===== config.mk =====
export PLATFORM = sky130hd
export DESIGN_NAME = crc16_frame_deframer_unit
export DESIGN_NICKNAME = d
export VERILOG_FILES = /design/src/rtl/core/crcdf_pkg.sv /design/src/rtl/core/crcdf_ctrl.sv /design/src/rtl/core/crcdf_dp.sv /design/src/rtl/core/crc16_frame_deframer_unit.sv
export SDC_FILE = /design/constraint.sdc
export NUM_CORES = 1
export LEC_CHECK = 0
export ABC_CLOCK_PERIOD_IN_PS = 3250
export BUFFER_PORTS_ARGS = -buffer_cell sky130_fd_sc_hd__buf_4
export CAP_MARGIN = 10
export CORE_MARGIN = 2
export CORE_UTILIZATION = 62
export DETAILED_ROUTE_END_ITERATION = 7
export GPL_ROUTABILITY_DRIVEN = 0
export PLACE_DENSITY = 0.75
export SETUP_SLACK_MARGIN = 0.02
export SYNTH_ARGS = -nofsm -noshare
export SYNTH_HDL_FRONTEND = slang
export SYNTH_SLANG_ARGS = --single-unit
export TNS_END_PERCENT = 20

===== constraint.sdc =====
create_clock -name i_clk -period 3.25 [get_ports i_clk]
set_input_delay 0.325 -clock i_clk [delete_from_list [all_inputs] [get_ports i_clk]]
set_output_delay 0.325 -clock i_clk [all_outputs]
set_load 0.02 [all_outputs]

===== src/rtl/core/crcdf_pkg.sv =====
// crcdf_pkg: shared types, constants and the CRC-16/CCITT-FALSE byte update
// for the frame deframer. No dependencies.
`timescale 1ns / 1ps

package crcdf_pkg;

    localparam int unsigned BYTE_W     = 8;
    localparam int unsigned LEN_W      = 7;
    localparam int unsigned IDX_OUT_W  = 6;
    localparam int unsigned OUT_DATA_W = 40;
    localparam int unsigned CFG_IDX_W  = 1;

    localparam logic [15:0] CRC_INIT = 16'hFFFF;
    localparam logic [15:0] CRC_POLY = 16'h1021;
    localparam logic [15:0] CRC_MSB  = 16'h8000;

    localparam logic [CFG_IDX_W-1:0] CFG_START_FIRST  = 1'b0;
    localparam logic [CFG_IDX_W-1:0] CFG_START_SECOND = 1'b1;

    localparam logic [BYTE_W-1:0] START_FIRST_RST  = 8'hA5;
    localparam logic [BYTE_W-1:0] START_SECOND_RST = 8'h5A;
    localparam logic [LEN_W-1:0]  LEN_SAT          = 7'd127;

    // controller -> datapath
    typedef struct packed {
        logic crc_init;
        logic crc_upd;
        logic hdr_cap;
        logic pay_wr;
        logic crc_lo_cap;
        logic emit_start;
        logic emit_load;
        logic empty_load;
    } t_dp_cmd;

    // datapath -> controller
    typedef struct packed {
        logic match_first;
        logic match_second;
        logic hdr_last;
        logic hdr_ok;
        logic len_zero;
        logic pay_done;
        logic crc_ok;
        logic emit_last;
        logic out_free;
    } t_dp_status;

    function automatic logic [15:0] crc16_byte(input logic [15:0] crc_in,
                                               input logic [BYTE_W-1:0] data);
        logic [15:0] crc;
        crc = crc_in ^ {data, 8'h00};
        for (int k = 0; k < 8; k++) begin
            if ((crc & CRC_MSB) != 16'h0000) begin
                crc = {crc[14:0], 1'b0} ^ CRC_POLY;
            end else begin
                crc = {crc[14:0], 1'b0};
            end
        end
        return crc;
    endfunction

endpackage


===== src/rtl/core/crcdf_ctrl.sv =====
// crcdf_ctrl: parse and emit state machine of the frame deframer.
// Depends on crcdf_pkg; drives commands into crcdf_dp.
`timescale 1ns / 1ps

module crcdf_ctrl
    import crcdf_pkg::*;
(
    input  logic       i_clk,
    input  logic       i_rst_n,
    input  logic       i_s_tvalid,
    output logic       o_s_tready,
    input  t_dp_status i_sts,
    output t_dp_cmd    o_cmd
);

    localparam logic [2:0] ST_HUNT0   = 3'd0;
    localparam logic [2:0] ST_HUNT1   = 3'd1;
    localparam logic [2:0] ST_HEADER  = 3'd2;
    localparam logic [2:0] ST_PAYLOAD = 3'd3;
    localparam logic [2:0] ST_CRC0    = 3'd4;
    localparam logic [2:0] ST_CRC1    = 3'd5;
    localparam logic [2:0] ST_EMIT_RD = 3'd6;
    localparam logic [2:0] ST_EMIT_WR = 3'd7;

    logic [2:0] r_state;
    logic [2:0] n_state;
    logic       s_acc;

    always_comb begin
        unique case (r_state)
            ST_CRC1:                o_s_tready = i_sts.out_free;
            ST_EMIT_RD, ST_EMIT_WR: o_s_tready = 1'b0;
            default:                o_s_tready = 1'b1;
        endcase
    end

    assign s_acc = i_s_tvalid & o_s_tready;

    always_comb begin
        n_state = r_state;
        o_cmd   = '0;
        unique case (r_state)
            ST_HUNT0: begin
                if (s_acc && i_sts.match_first) n_state = ST_HUNT1;
            end
            ST_HUNT1: begin
                if (s_acc) begin
                    if (i_sts.match_second) begin
                        n_state        = ST_HEADER;
                        o_cmd.crc_init = 1'b1;
                    end else if (!i_sts.match_first) begin
                        n_state = ST_HUNT0;
                    end
                end
            end
            ST_HEADER: begin
                if (s_acc) begin
                    o_cmd.crc_upd = 1'b1;
                    o_cmd.hdr_cap = 1'b1;
                    if (i_sts.hdr_last) begin
                        if (!i_sts.hdr_ok)        n_state = ST_HUNT0;
                        else if (i_sts.len_zero)  n_state = ST_CRC0;
                        else                      n_state = ST_PAYLOAD;
                    end
                end
            end
            ST_PAYLOAD: begin
                if (s_acc) begin
                    o_cmd.crc_upd = 1'b1;
                    o_cmd.pay_wr  = 1'b1;
                    if (i_sts.pay_done) n_state = ST_CRC0;
                end
            end
            ST_CRC0: begin
                if (s_acc) begin
                    o_cmd.crc_lo_cap = 1'b1;
                    n_state          = ST_CRC1;
                end
            end
            ST_CRC1: begin
                if (s_acc) begin
                    n_state = ST_HUNT0;
                    if (i_sts.crc_ok) begin
                        if (i_sts.len_zero) begin
                            o_cmd.empty_load = 1'b1;
                        end else begin
                            o_cmd.emit_start = 1'b1;
                            n_state          = ST_EMIT_RD;
                        end
                    end
                end
            end
            ST_EMIT_RD: begin
                n_state = ST_EMIT_WR;
            end
            ST_EMIT_WR: begin
                if (i_sts.out_free) begin
                    o_cmd.emit_load = 1'b1;
                    n_state         = i_sts.emit_last ? ST_HUNT0 : ST_EMIT_RD;
                end
            end
            default: begin
                n_state = ST_HUNT0;
            end
        endcase
    end

    always_ff @(posedge i_clk) begin
        if (!i_rst_n) begin
            r_state <= ST_HUNT0;
        end else begin
            r_state <= n_state;
        end
    end

    a_crc1_slot_free: assert property (@(posedge i_clk) disable iff (!i_rst_n)
        (r_state == ST_CRC1 && s_acc) |-> i_sts.out_free)
        else $error("frame end accepted while output slot busy");

    a_pay_to_crc: assert property (@(posedge i_clk) disable iff (!i_rst_n)
        (o_cmd.pay_wr && i_sts.pay_done) |=> (r_state == ST_CRC0))
        else $error("payload end did not move to crc capture");

    a_emit_end: assert property (@(posedge i_clk) disable iff (!i_rst_n)
        (o_cmd.emit_load && i_sts.emit_last) |=> (r_state == ST_HUNT0))
        else $error("emission run did not end on its last result");

    a_no_rx_in_emit: assert property (@(posedge i_clk) disable iff (!i_rst_n)
        (r_state == ST_EMIT_RD || r_state == ST_EMIT_WR) |-> !o_cmd.crc_upd && !o_cmd.pay_wr)
        else $error("receive command during emission");

endmodule


===== src/rtl/core/crcdf_dp.sv =====
// crcdf_dp: datapath of the frame deframer: marker registers, header fields,
// running CRC, payload memory and output register. Depends on crcdf_pkg.
`timescale 1ns / 1ps

module crcdf_dp
    import crcdf_pkg::*;
#(
    parameter int unsigned MAX_PAYLOAD = 64
)(
    input  logic                  i_clk,
    input  logic                  i_rst_n,
    input  logic                  i_cfg_valid,
    input  logic [CFG_IDX_W-1:0]  i_cfg_index,
    input  logic [BYTE_W-1:0]     i_cfg_data,
    input  logic [BYTE_W-1:0]     i_rx_byte,
    input  t_dp_cmd               i_cmd,
    output t_dp_status            o_sts,
    output logic                  o_m_tvalid,
    input  logic                  i_m_tready,
    output logic [OUT_DATA_W-1:0] o_m_tdata,
    output logic                  o_m_tuser,
    output logic                  o_m_tlast
);

    localparam int unsigned IDX_W = (MAX_PAYLOAD > 1) ? $clog2(MAX_PAYLOAD) : 1;
    localparam int unsigned CNT_W = $clog2(MAX_PAYLOAD + 1);
    localparam logic [LEN_W-1:0] MAX_LEN = LEN_W'(MAX_PAYLOAD);

    logic [BYTE_W-1:0] r_start_first;
    logic [BYTE_W-1:0] r_start_second;
    logic [1:0]        r_hdr_cnt;
    logic [BYTE_W-1:0] r_held_cmd;
    logic [BYTE_W-1:0] r_held_flags;
    logic [LEN_W-1:0]  r_held_len;
    logic [CNT_W-1:0]  r_pay_cnt;
    logic [IDX_W-1:0]  r_emit_idx;
    logic [15:0]       r_crc;
    logic [BYTE_W-1:0] r_crc_lo;
    logic [BYTE_W-1:0] r_mem [MAX_PAYLOAD];
    logic [BYTE_W-1:0] r_rdata;

    logic              r_out_valid;
    logic [BYTE_W-1:0] r_out_cmd;
    logic [BYTE_W-1:0] r_out_flags;
    logic [LEN_W-1:0]  r_out_len;
    logic [IDX_OUT_W-1:0] r_out_idx;
    logic [BYTE_W-1:0] r_out_byte;
    logic              r_out_has;
    logic              r_out_last;

    logic              s_out_free;

    assign s_out_free = !r_out_valid || i_m_tready;

    always_comb begin
        o_sts.match_first  = (i_rx_byte == r_start_first);
        o_sts.match_second = (i_rx_byte == r_start_second);
        o_sts.hdr_last     = (r_hdr_cnt == 2'd3);
        o_sts.hdr_ok       = (i_rx_byte == '0) && (r_held_len <= MAX_LEN);
        o_sts.len_zero     = (r_held_len == '0);
        o_sts.pay_done     = (LEN_W'(r_pay_cnt) + LEN_W'(1)) >= r_held_len;
        o_sts.crc_ok       = ({i_rx_byte, r_crc_lo} == r_crc);
        o_sts.emit_last    = (LEN_W'(r_emit_idx) + LEN_W'(1)) == r_held_len;
        o_sts.out_free     = s_out_free;
    end

    always_ff @(posedge i_clk) begin
        if (!i_rst_n) begin
            r_start_first  <= START_FIRST_RST;
            r_start_second <= START_SECOND_RST;
        end else if (i_cfg_valid) begin
            unique case (i_cfg_index)
                CFG_START_FIRST:  r_start_first  <= i_cfg_data;
                CFG_START_SECOND: r_start_second <= i_cfg_data;
                default: ;
            endcase
        end
    end

    always_ff @(posedge i_clk) begin
        if (!i_rst_n) begin
            r_hdr_cnt    <= '0;
            r_held_cmd   <= '0;
            r_held_flags <= '0;
            r_held_len   <= '0;
            r_pay_cnt    <= '0;
            r_emit_idx   <= '0;
            r_crc        <= CRC_INIT;
            r_crc_lo     <= '0;
        end else begin
            if (i_cmd.crc_init) begin
                r_crc     <= CRC_INIT;
                r_hdr_cnt <= '0;
                r_pay_cnt <= '0;
            end
            if (i_cmd.crc_upd) r_crc <= crc16_byte(r_crc, i_rx_byte);
            if (i_cmd.hdr_cap) begin
                r_hdr_cnt <= r_hdr_cnt + 2'd1;
                case (r_hdr_cnt)
                    2'd0: r_held_cmd   <= i_rx_byte;
                    2'd1: r_held_flags <= i_rx_byte;
                    2'd2: r_held_len   <= i_rx_byte[7] ? LEN_SAT : i_rx_byte[LEN_W-1:0];
                    default: ;
                endcase
            end
            if (i_cmd.pay_wr)     r_pay_cnt  <= r_pay_cnt + CNT_W'(1);
            if (i_cmd.crc_lo_cap) r_crc_lo   <= i_rx_byte;
            if (i_cmd.emit_start) r_emit_idx <= '0;
            if (i_cmd.emit_load)  r_emit_idx <= r_emit_idx + IDX_W'(1);
        end
    end

    always_ff @(posedge i_clk) begin
        if (i_cmd.pay_wr) r_mem[r_pay_cnt[IDX_W-1:0]] <= i_rx_byte;
    end

    always_ff @(posedge i_clk) begin
        r_rdata <= r_mem[r_emit_idx];
    end

    always_ff @(posedge i_clk) begin
        if (!i_rst_n) begin
            r_out_valid <= 1'b0;
        end else if (i_cmd.emit_load || i_cmd.empty_load) begin
            r_out_valid <= 1'b1;
        end else if (i_m_tready) begin
            r_out_valid <= 1'b0;
        end
    end

    always_ff @(posedge i_clk) begin
        if (i_cmd.emit_load) begin
            r_out_cmd   <= r_held_cmd;
            r_out_flags <= r_held_flags;
            r_out_len   <= r_held_len;
            r_out_idx   <= IDX_OUT_W'(r_emit_idx);
            r_out_byte  <= r_rdata;
            r_out_has   <= 1'b1;
            r_out_last  <= o_sts.emit_last;
        end else if (i_cmd.empty_load) begin
            r_out_cmd   <= r_held_cmd;
            r_out_flags <= r_held_flags;
            r_out_len   <= '0;
            r_out_idx   <= '0;
            r_out_byte  <= '0;
            r_out_has   <= 1'b0;
            r_out_last  <= 1'b1;
        end
    end

    assign o_m_tvalid = r_out_valid;
    assign o_m_tdata  = {3'b000, r_out_byte, r_out_idx, r_out_len, r_out_flags, r_out_cmd};
    assign o_m_tuser  = r_out_has;
    assign o_m_tlast  = r_out_last;

    a_pay_cnt_range: assert property (@(posedge i_clk) disable iff (!i_rst_n)
        r_pay_cnt <= CNT_W'(MAX_PAYLOAD))
        else $error("payload count beyond store depth");

    a_load_slot_free: assert property (@(posedge i_clk) disable iff (!i_rst_n)
        (i_cmd.emit_load || i_cmd.empty_load) |-> s_out_free)
        else $error("output register overwritten before transfer");

    a_load_exclusive: assert property (@(posedge i_clk) disable iff (!i_rst_n)
        !(i_cmd.emit_load && i_cmd.empty_load))
        else $error("payload and empty result loaded together");

endmodule


===== src/rtl/core/crc16_frame_deframer_unit.sv =====
// Byte-serial receiver for marker + header + payload + CRC-16/CCITT-FALSE
// frames. A received byte is taken every cycle while a frame is parsed. The
// second CRC byte is the exception: it waits until the output register is
// free. After the second CRC byte of a good frame the payload is read back
// from the payload memory one result at a time (a read state registers the
// read data, then a write state loads it into the output register).
// Output backpressure holds the write state. No byte is taken during that
// run. A zero-length frame loads its one result into the output register at
// the edge that takes its last CRC byte. A bad marker, an oversize length or
// a CRC mismatch gives no result, and the parser returns to hunting.
// Depends on crcdf_pkg, crcdf_ctrl and crcdf_dp.
`timescale 1ns / 1ps

module crc16_frame_deframer_unit
    import crcdf_pkg::*;
#(
    parameter int unsigned MAX_PAYLOAD = 64
)(
    input  logic                  i_clk,
    input  logic                  i_rst_n,
    // config write channel
    input  logic                  i_cfg_valid,
    output logic                  o_cfg_ready,
    input  logic [CFG_IDX_W-1:0]  i_cfg_index,
    input  logic [BYTE_W-1:0]     i_cfg_data,
    // input stream
    input  logic                  i_s_tvalid,
    output logic                  o_s_tready,
    input  logic [BYTE_W-1:0]     i_s_tdata,   // [7:0] rx_byte
    // output stream
    output logic                  o_m_tvalid,
    input  logic                  i_m_tready,
    // [7:0] command, [15:8] frame_flags, [22:16] frame_length,
    // [28:23] byte_index, [36:29] payload_byte, [39:37] zero
    output logic [OUT_DATA_W-1:0] o_m_tdata,
    output logic                  o_m_tuser,   // [0] has_payload
    output logic                  o_m_tlast
);

    t_dp_cmd    s_cmd;
    t_dp_status s_sts;

    assign o_cfg_ready = 1'b1;

    crcdf_ctrl u_ctrl (
        .i_clk      (i_clk),
        .i_rst_n    (i_rst_n),
        .i_s_tvalid (i_s_tvalid),
        .o_s_tready (o_s_tready),
        .i_sts      (s_sts),
        .o_cmd      (s_cmd)
    );

    crcdf_dp #(
        .MAX_PAYLOAD (MAX_PAYLOAD)
    ) u_dp (
        .i_clk       (i_clk),
        .i_rst_n     (i_rst_n),
        .i_cfg_valid (i_cfg_valid),
        .i_cfg_index (i_cfg_index),
        .i_cfg_data  (i_cfg_data),
        .i_rx_byte   (i_s_tdata),
        .i_cmd       (s_cmd),
        .o_sts       (s_sts),
        .o_m_tvalid  (o_m_tvalid),
        .i_m_tready  (i_m_tready),
        .o_m_tdata   (o_m_tdata),
        .o_m_tuser   (o_m_tuser),
        .o_m_tlast   (o_m_tlast)
    );

endmodule

==> results of run 1 <==
==> layout make-up <==
class	instances	area (sq um)	share of cell area
Clock buffer	83	1700	0.0580
Inverter	13	48.8	0.00166
Multi-Input combinational cell	765	6780	0.231
Sequential cell	641	18300	0.626
Clock inverter	33	335	0.0114
Tap cell	532	666	0.0227
Antenna cell	1	2.50	0.0000854
Timing Repair Buffer	178	1430	0.0488
==> kinds of logic (layout without fill, tap and decap cells) <==
| family | after synthesis | after routing | share of synthesized area |
|---|---|---|---|
| flip-flops | 641 | 641 | 0.715 |
| AND/OR/NAND/NOR | 385 | 385 | 0.0694 |
| AO/OA/AOI/OAI | 160 | 160 | 0.0392 |
| multiplexers | 144 | 144 | 0.126 |
| buffers and inverters | 112 | 307 | 0.0214 |
| XOR/XNOR | 59 | 59 | 0.0222 |
| adder cells (fa/ha/maj) | 13 | 13 | 0.00634 |
| other | 2 | 5 | 0.000293 |
==> worst max-delay path: cells and delay by family, from the launching register on <==
| family | cells | cell delay, ps |
|---|---|---|
| flops | 1 | 510 |
| compound gates | 3 | 1040 |
| xor+xnor | 1 | 110 |
| fa+ha+maj | 2 | 600 |
| simple gates | 4 | 640 |
==> power groups by stage <==
stage	logic [uW]	registers (uW)	clock network, uW
floorplan	111	9100	0
global placement	278	9100	0
detailed placement	287	9100	0
CTS	296	8920	7250
global route	317	8920	7570
finish	295	8920	7180
==> metal layers <==
| layer | part of all wire | wire, microns | up-vias |
|---|---|---|---|
| li1 | - | - | 6175 |
| met1 | 0.39 | 23600 | 7255 |
| met2 | 0.48 | 28800 | 801 |
| met3 | 0.092 | 5540 | 133 |
| met4 | 0.037 | 2220 | 0 |
| met5 | 0 | 0 | - |
==> stage by stage <==
| step | utilization | cells | setup WS (ps) |
|---|---|---|---|
| final | 0.718 | 2246 | 233 |
| after global routing | 0.718 | 2246 | 118 |
| after CTS | 0.718 | 2245 | 327 |
| after detailed placement | 0.666 | 2121 | 341 |
| after global placement | 0.666 | 2121 | 472 |
| after floorplan | - | 1518 | 382 |
==> worst max-delay path by stage <==
stage / startpoint / to / cells past startpoint
global placement: u_dp.r_pay_cnt[0] / u_ctrl.r_state[2] / 10
finish: u_dp.r_pay_cnt[0] / u_ctrl.r_state[2] / 10
global route: u_dp.r_pay_cnt[0] / u_ctrl.r_state[2] / 10
floorplan: u_dp.o_m_tvalid / u_dp.o_m_tlast / 6
detailed placement: u_dp.r_pay_cnt[0] / u_ctrl.r_state[2] / 10
CTS: u_dp.r_pay_cnt[0] / u_ctrl.r_state[2] / 10
==> placed cells by master (no fill, tap or decap), types with 5 or more instances in the layout <==
| cell type | netlist | final |
|---|---|---|
| nand2_1 | 128 | 127 |
| ha_1 | 13 | 13 |
| dfxtp_1 | 91 | 88 |
| clkbuf_8 | 0 | 7 |
| a31oi_1 | 5 | 5 |
| nand4_1 | 7 | 7 |
| xnor2_1 | 24 | 24 |
| inv_1 | 11 | 11 |
| clkbuf_1 | 43 | 14 |
| clkinv_2 | 0 | 9 |
| or2_2 | 6 | 6 |
| buf_4 | 14 | 164 |
| nor2b_1 | 17 | 17 |
| mux4_2 | 144 | 144 |
| o22ai_1 | 29 | 29 |
| nand3b_1 | 6 | 6 |
| o21ai_0 | 24 | 24 |
| dlygate4sd3_1 | 0 | 8 |
| nor3_1 | 20 | 20 |
| nand3_1 | 47 | 47 |
| a22oi_1 | 8 | 8 |
| buf_12 | 0 | 6 |
| edfxtp_1 | 550 | 550 |
| nor2_1 | 107 | 107 |
| o21a_1 | 5 | 5 |
| a211oi_1 | 27 | 27 |
| a21oi_1 | 46 | 46 |
| and2_1 | 17 | 17 |
| nor4_1 | 6 | 6 |
| clkbuf_16 | 0 | 62 |
| xor2_1 | 31 | 31 |
| clkinv_1 | 1 | 10 |
| bufinv_16 | 0 | 5 |
==> results.cfg, run 1 <==
[pwr]
vdd_drop_max_v = 0.000507
sw_frac_of_total = 0.203
p_total_uw = 16400
p_comb_frac = 0.018
seqPwrFrac = 0.544
cellPowerDensity_mw_per_mm2 = 559
leakagePower_uw = 0.00950
clkPwrFrac = 0.438
intPower_uw = 13100
switching_power_uw = 3330

[routing]
drc = 0
vias = 14364
ant_nets = 0
avgRoutedWirePerCell_microns = 26.8
drt_wl_total_microns = 60200
first_iter_violations = 1904
drt-pass1-iter-count = 7
viasPerCell = 6.40

[place]
dp_hpwl_microns = 37400
port-buffer-count = 62
placedInstanceArea_sq_mm = 0.0272

[sta]
fin_skew_ps = 21.9
max_clock_freq_ghz = 0.332
period_share = 0.928
setup_viol = 0
rsz0062_at_grt = false
slew_viol_final = 0
slew_headroom = 0.373
post-route-min-period_ps = 3020
worstMarginPinSlew_ps = 940
whs_ps = 58.8
tns_ps = 0
hold_violations = 0

[synth]
yosys_warnings = 0
synth_top_area_cell = edfxtp_1
synth-seq-cells = 641
synth.area.top_cells = edfxtp_1, mux4_2, dfxtp_1
synthFlopType = edfxtp_1
synthArstFlopShare = 0
syn_avg_cell_area_sq_um = 16.9
netlist_top_cells_count = edfxtp_1, mux4_2, nand2_1
synth_cell_types = 58
ys_seq_area_frac = 0.715
syn_inst = 1516
synth_most_common_cell = edfxtp_1
synth_edf_count = 550
syn_area_sq_mm = 0.0257
synth_top_area_share = 0.644

[hold_path]
hold_path.class = in -> reg
worstHoldStart = i_s_tdata[5]
hold_path_end = u_dp.r_held_cmd[5]
hold_path_depth = 3

[finish]
finalInstanceArea_sq_mm = 0.0293
n_fill_cell = 2471
largest_reg_flops = 512
area_growth_pct = 14.3
drive_above_1_share = 0.251
nets = 1695

[cts]
clock-sinks = 641
clk_pin_slew_ps = 60
cts_resized = 0
cts_buffers = 61
cts-root-buf = clkbuf_16
cts_htree_levels = 2
post-cts-setup-buffer-count = 0
ctsHoldBuffers = 8
clock_path_buffers = 3
cts_tree = built
clock_latency_ps = 640

[grt]
grt_start_max_net_pins = 68
antenna_found_initial = 2
grt_pass1_vias = 14402
grtUsageMet1 = 0.416
grt_pass1_wl_microns = 91800
globalRoute.busiestLayer = met2
met3_usage = 0.0472
use_met2 = 0.449
gr-total-overflow = 0
grt_usage = 0.287

[floorplan]
num_io_pins = 67
dieWidth_microns = 207
die-area_sq_mm = 0.0430
die-height_microns = 207
start_util = 0.628
core_sq_mm = 0.0408
rows = 74

[critical_path]
cp-start-kind = flip-flop
cpPeakStageDelay_ps = 510
crit_chain = ha_1, nand2_1, nor2_1, xor2_1, ha_1, nand4_1, or3_1, a21oi_1, o311ai_0, o311a_1
r2r-start = u_dp.r_pay_cnt[0]
cpMaxStageDelayCell = dfxtp_1
r2r_slack_ps = 230
rr_worst_depth = 10
crit_fanout = 10
worst_setup_path_end_kind = flip-flop
crit_type = reg -> reg
cp.required_ps = 3760
crit_top_cell = ha_1
critPathArrivalTime_ps = 3530
reg2reg_to = u_ctrl.r_state[2]

[flow_run]
max_cap_violations = 0

[run_status]
status = completed
Note: power is estimated with default switching activity, not from simulation.
==> run 2: changes to the inputs <==
ABC_CLOCK_PERIOD_IN_PS = 3700   (was 3250)
CORE_MARGIN = 4   (was 2)
CORE_UTILIZATION = 65   (was 62)
PLACE_DENSITY = 0.79   (was 0.75)
clock period = 3.7 ns   (was 3.25 ns; I/O delays follow)
==> results.cfg, run 2 (synthesis results as in run 1) <==
[sta]
slew_viol_final = 0
worstMarginPinSlew_ps = 947
fin_ws_ps = 471
setup_viol = 0
fin_skew_ps = 21.6
hold_violations = 0
tns_ps = 0
max_clock_freq_ghz = 0.310
rsz0062_at_grt = false
period_share = 0.873
slew_headroom = 0.368
post-route-min-period_ps = 3230

[hold_path]
hold_path.class = in -> reg
worstHoldStart = i_rst_n
hold_path_depth = 2

[finish]
mostFrequentLayoutCells = edfxtp_1, mux4_2, buf_4
multi_input_area_sq_mm = 0.00678
largest_reg_flops = 512
n_fill_cell = 2123
drive_above_1_share = 0.239
area_growth_pct = 12.8
nets = 1670
seq_area_sq_mm = 0.0183
layout_commonest_cell = edfxtp_1

[cts]
cts_tree = built
clock_latency_ps = 630
cts_buffers = 61
cts-root-buf = clkbuf_16
cts_htree_levels = 2
clock-sinks = 641
cts_resized = 0
clk_pin_slew_ps = 60
clock_path_buffers = 3

[routing]
viasPerCell = 6.70
vias = 14768
drt_wl_total_microns = 63200
first_iter_violations = 2310
drt-pass1-iter-count = 6
drc = 0
ant_nets = 0
avgRoutedWirePerCell_microns = 28.7

[critical_path]
cpMaxStageDelayCell = nor2_1
crit_path_start = u_ctrl.r_state[2]
cpPeakStageDelay_ps = 790
rr_worst_depth = 6
crit_type = reg -> reg
path_delay_family = simple AND/OR/NAND/NOR gates
cp.required_ps = 3950
crit_buf_inv = 0
critPathArrivalTime_ps = 3480
crit_chain = and2b_1, and2_1, nand2_1, nor2_1, nand2_1, nor2_1
crit_fanout = 13
cp-start-kind = flip-flop
worst_setup_path_end_kind = flip-flop
cp.depth = 6
r2r-start = u_ctrl.r_state[2]

[floorplan]
dieWidth_microns = 207
die-height_microns = 207
core_sq_mm = 0.0388
rows = 72
die-area_sq_mm = 0.0427
start_util = 0.661
num_io_pins = 67

[grt]
grt_usage = 0.303
grt_pass1_wl_microns = 94000
grt_pass1_vias = 14489
antenna_found_initial = 1
gr-total-overflow = 0
grt_start_max_net_pins = 72

[place]
dpl_worst_slack_ps = 578
dp_hpwl_microns = 37700
port-buffer-count = 62

[pwr]
vdd_drop_max_v = 0.000429
cellPowerDensity_mw_per_mm2 = 487
leakagePower_uw = 0.00930

[run_status]
status = completed

[flow_run]
max_cap_violations = 0
## run 2: cell types whose count changed in the layout (fill, tap and decap cells not counted), moves of 2 or more
cell       delta
buf_4        -22
clkinv_2      +5
buf_12        -3
bufinv_16     -3
clkbuf_1      -2
clkbuf_8      -2
clkinv_1      +2
clkinv_4      -2
## run 2: path summary, 6_finish.rpt
path,endpoint,slack [ps]
setup / recovery,u_dp.r_mem[0][6],470
hold / removal,u_dp.r_crc[10],120
setup reg to reg,u_dp.r_mem[0][6],470
hold reg to reg,u_dp.r_out_cmd[4],440
## run 2: layout make-up
class                           count  share of cell area
Sequential cell                   641               0.634
Multi-Input combinational cell    765               0.234
Clock buffer                       79              0.0576
Timing Repair Buffer              153              0.0417
Tap cell                          518              0.0224
Clock inverter                     34             0.00813
Inverter                           13             0.00169
Antenna cell                        1           0.0000865
## run 2: worst register-to-register path, cell delays in order (launching register included)
cell,delay [ps]
dfxtp_1,430
and2b_1,340
and2_1,280
nand2_1,260
nor2_1,310
nand2_1,450
nor2_1,790
## run 2: through the flow
stage | power, uW | utilization | area, sq um | hold slack [ps] | cells
after floorplan | 8090 | - | 25700 | 408 | 1518
after global placement | 8250 | 0.694 | 26900 | 413 | 2082
after detailed placement | 8250 | 0.694 | 26900 | 420 | 2082
after CTS | 14100 | 0.745 | 28900 | 104 | 2203
after global routing | 14400 | 0.745 | 28900 | 126 | 2204
final | 14100 | 0.745 | 28900 | 124 | 2204
## run 2: timing repair
action | CTS | global route
setup endpoints to repair | 0 | 0
endpoints found under the hold margin | 9 | 0
buffers inserted | 0 | 0
hold buffers | 8 | 0
## run 2: layer usage
layer | routed length [microns] | up-vias | global-route usage
li1 | - | 6136 | -
met2 | 30300 | 1008 | 0.474
met3 | 6420 | 195 | 0.0536
met1 | 23300 | 7429 | 0.428
met4 | 3210 | 0 | 0.135
met5 | 0 | - | 0
## run 2: report_power, final
| group | total, uW | switching, uW | internal, uW |
|---|---|---|---|
| sequential | 7840 | 8.00 | 7830 |
| combinational | 272 | 205 | 66.5 |
| clock | 5970 | 2660 | 3310 |
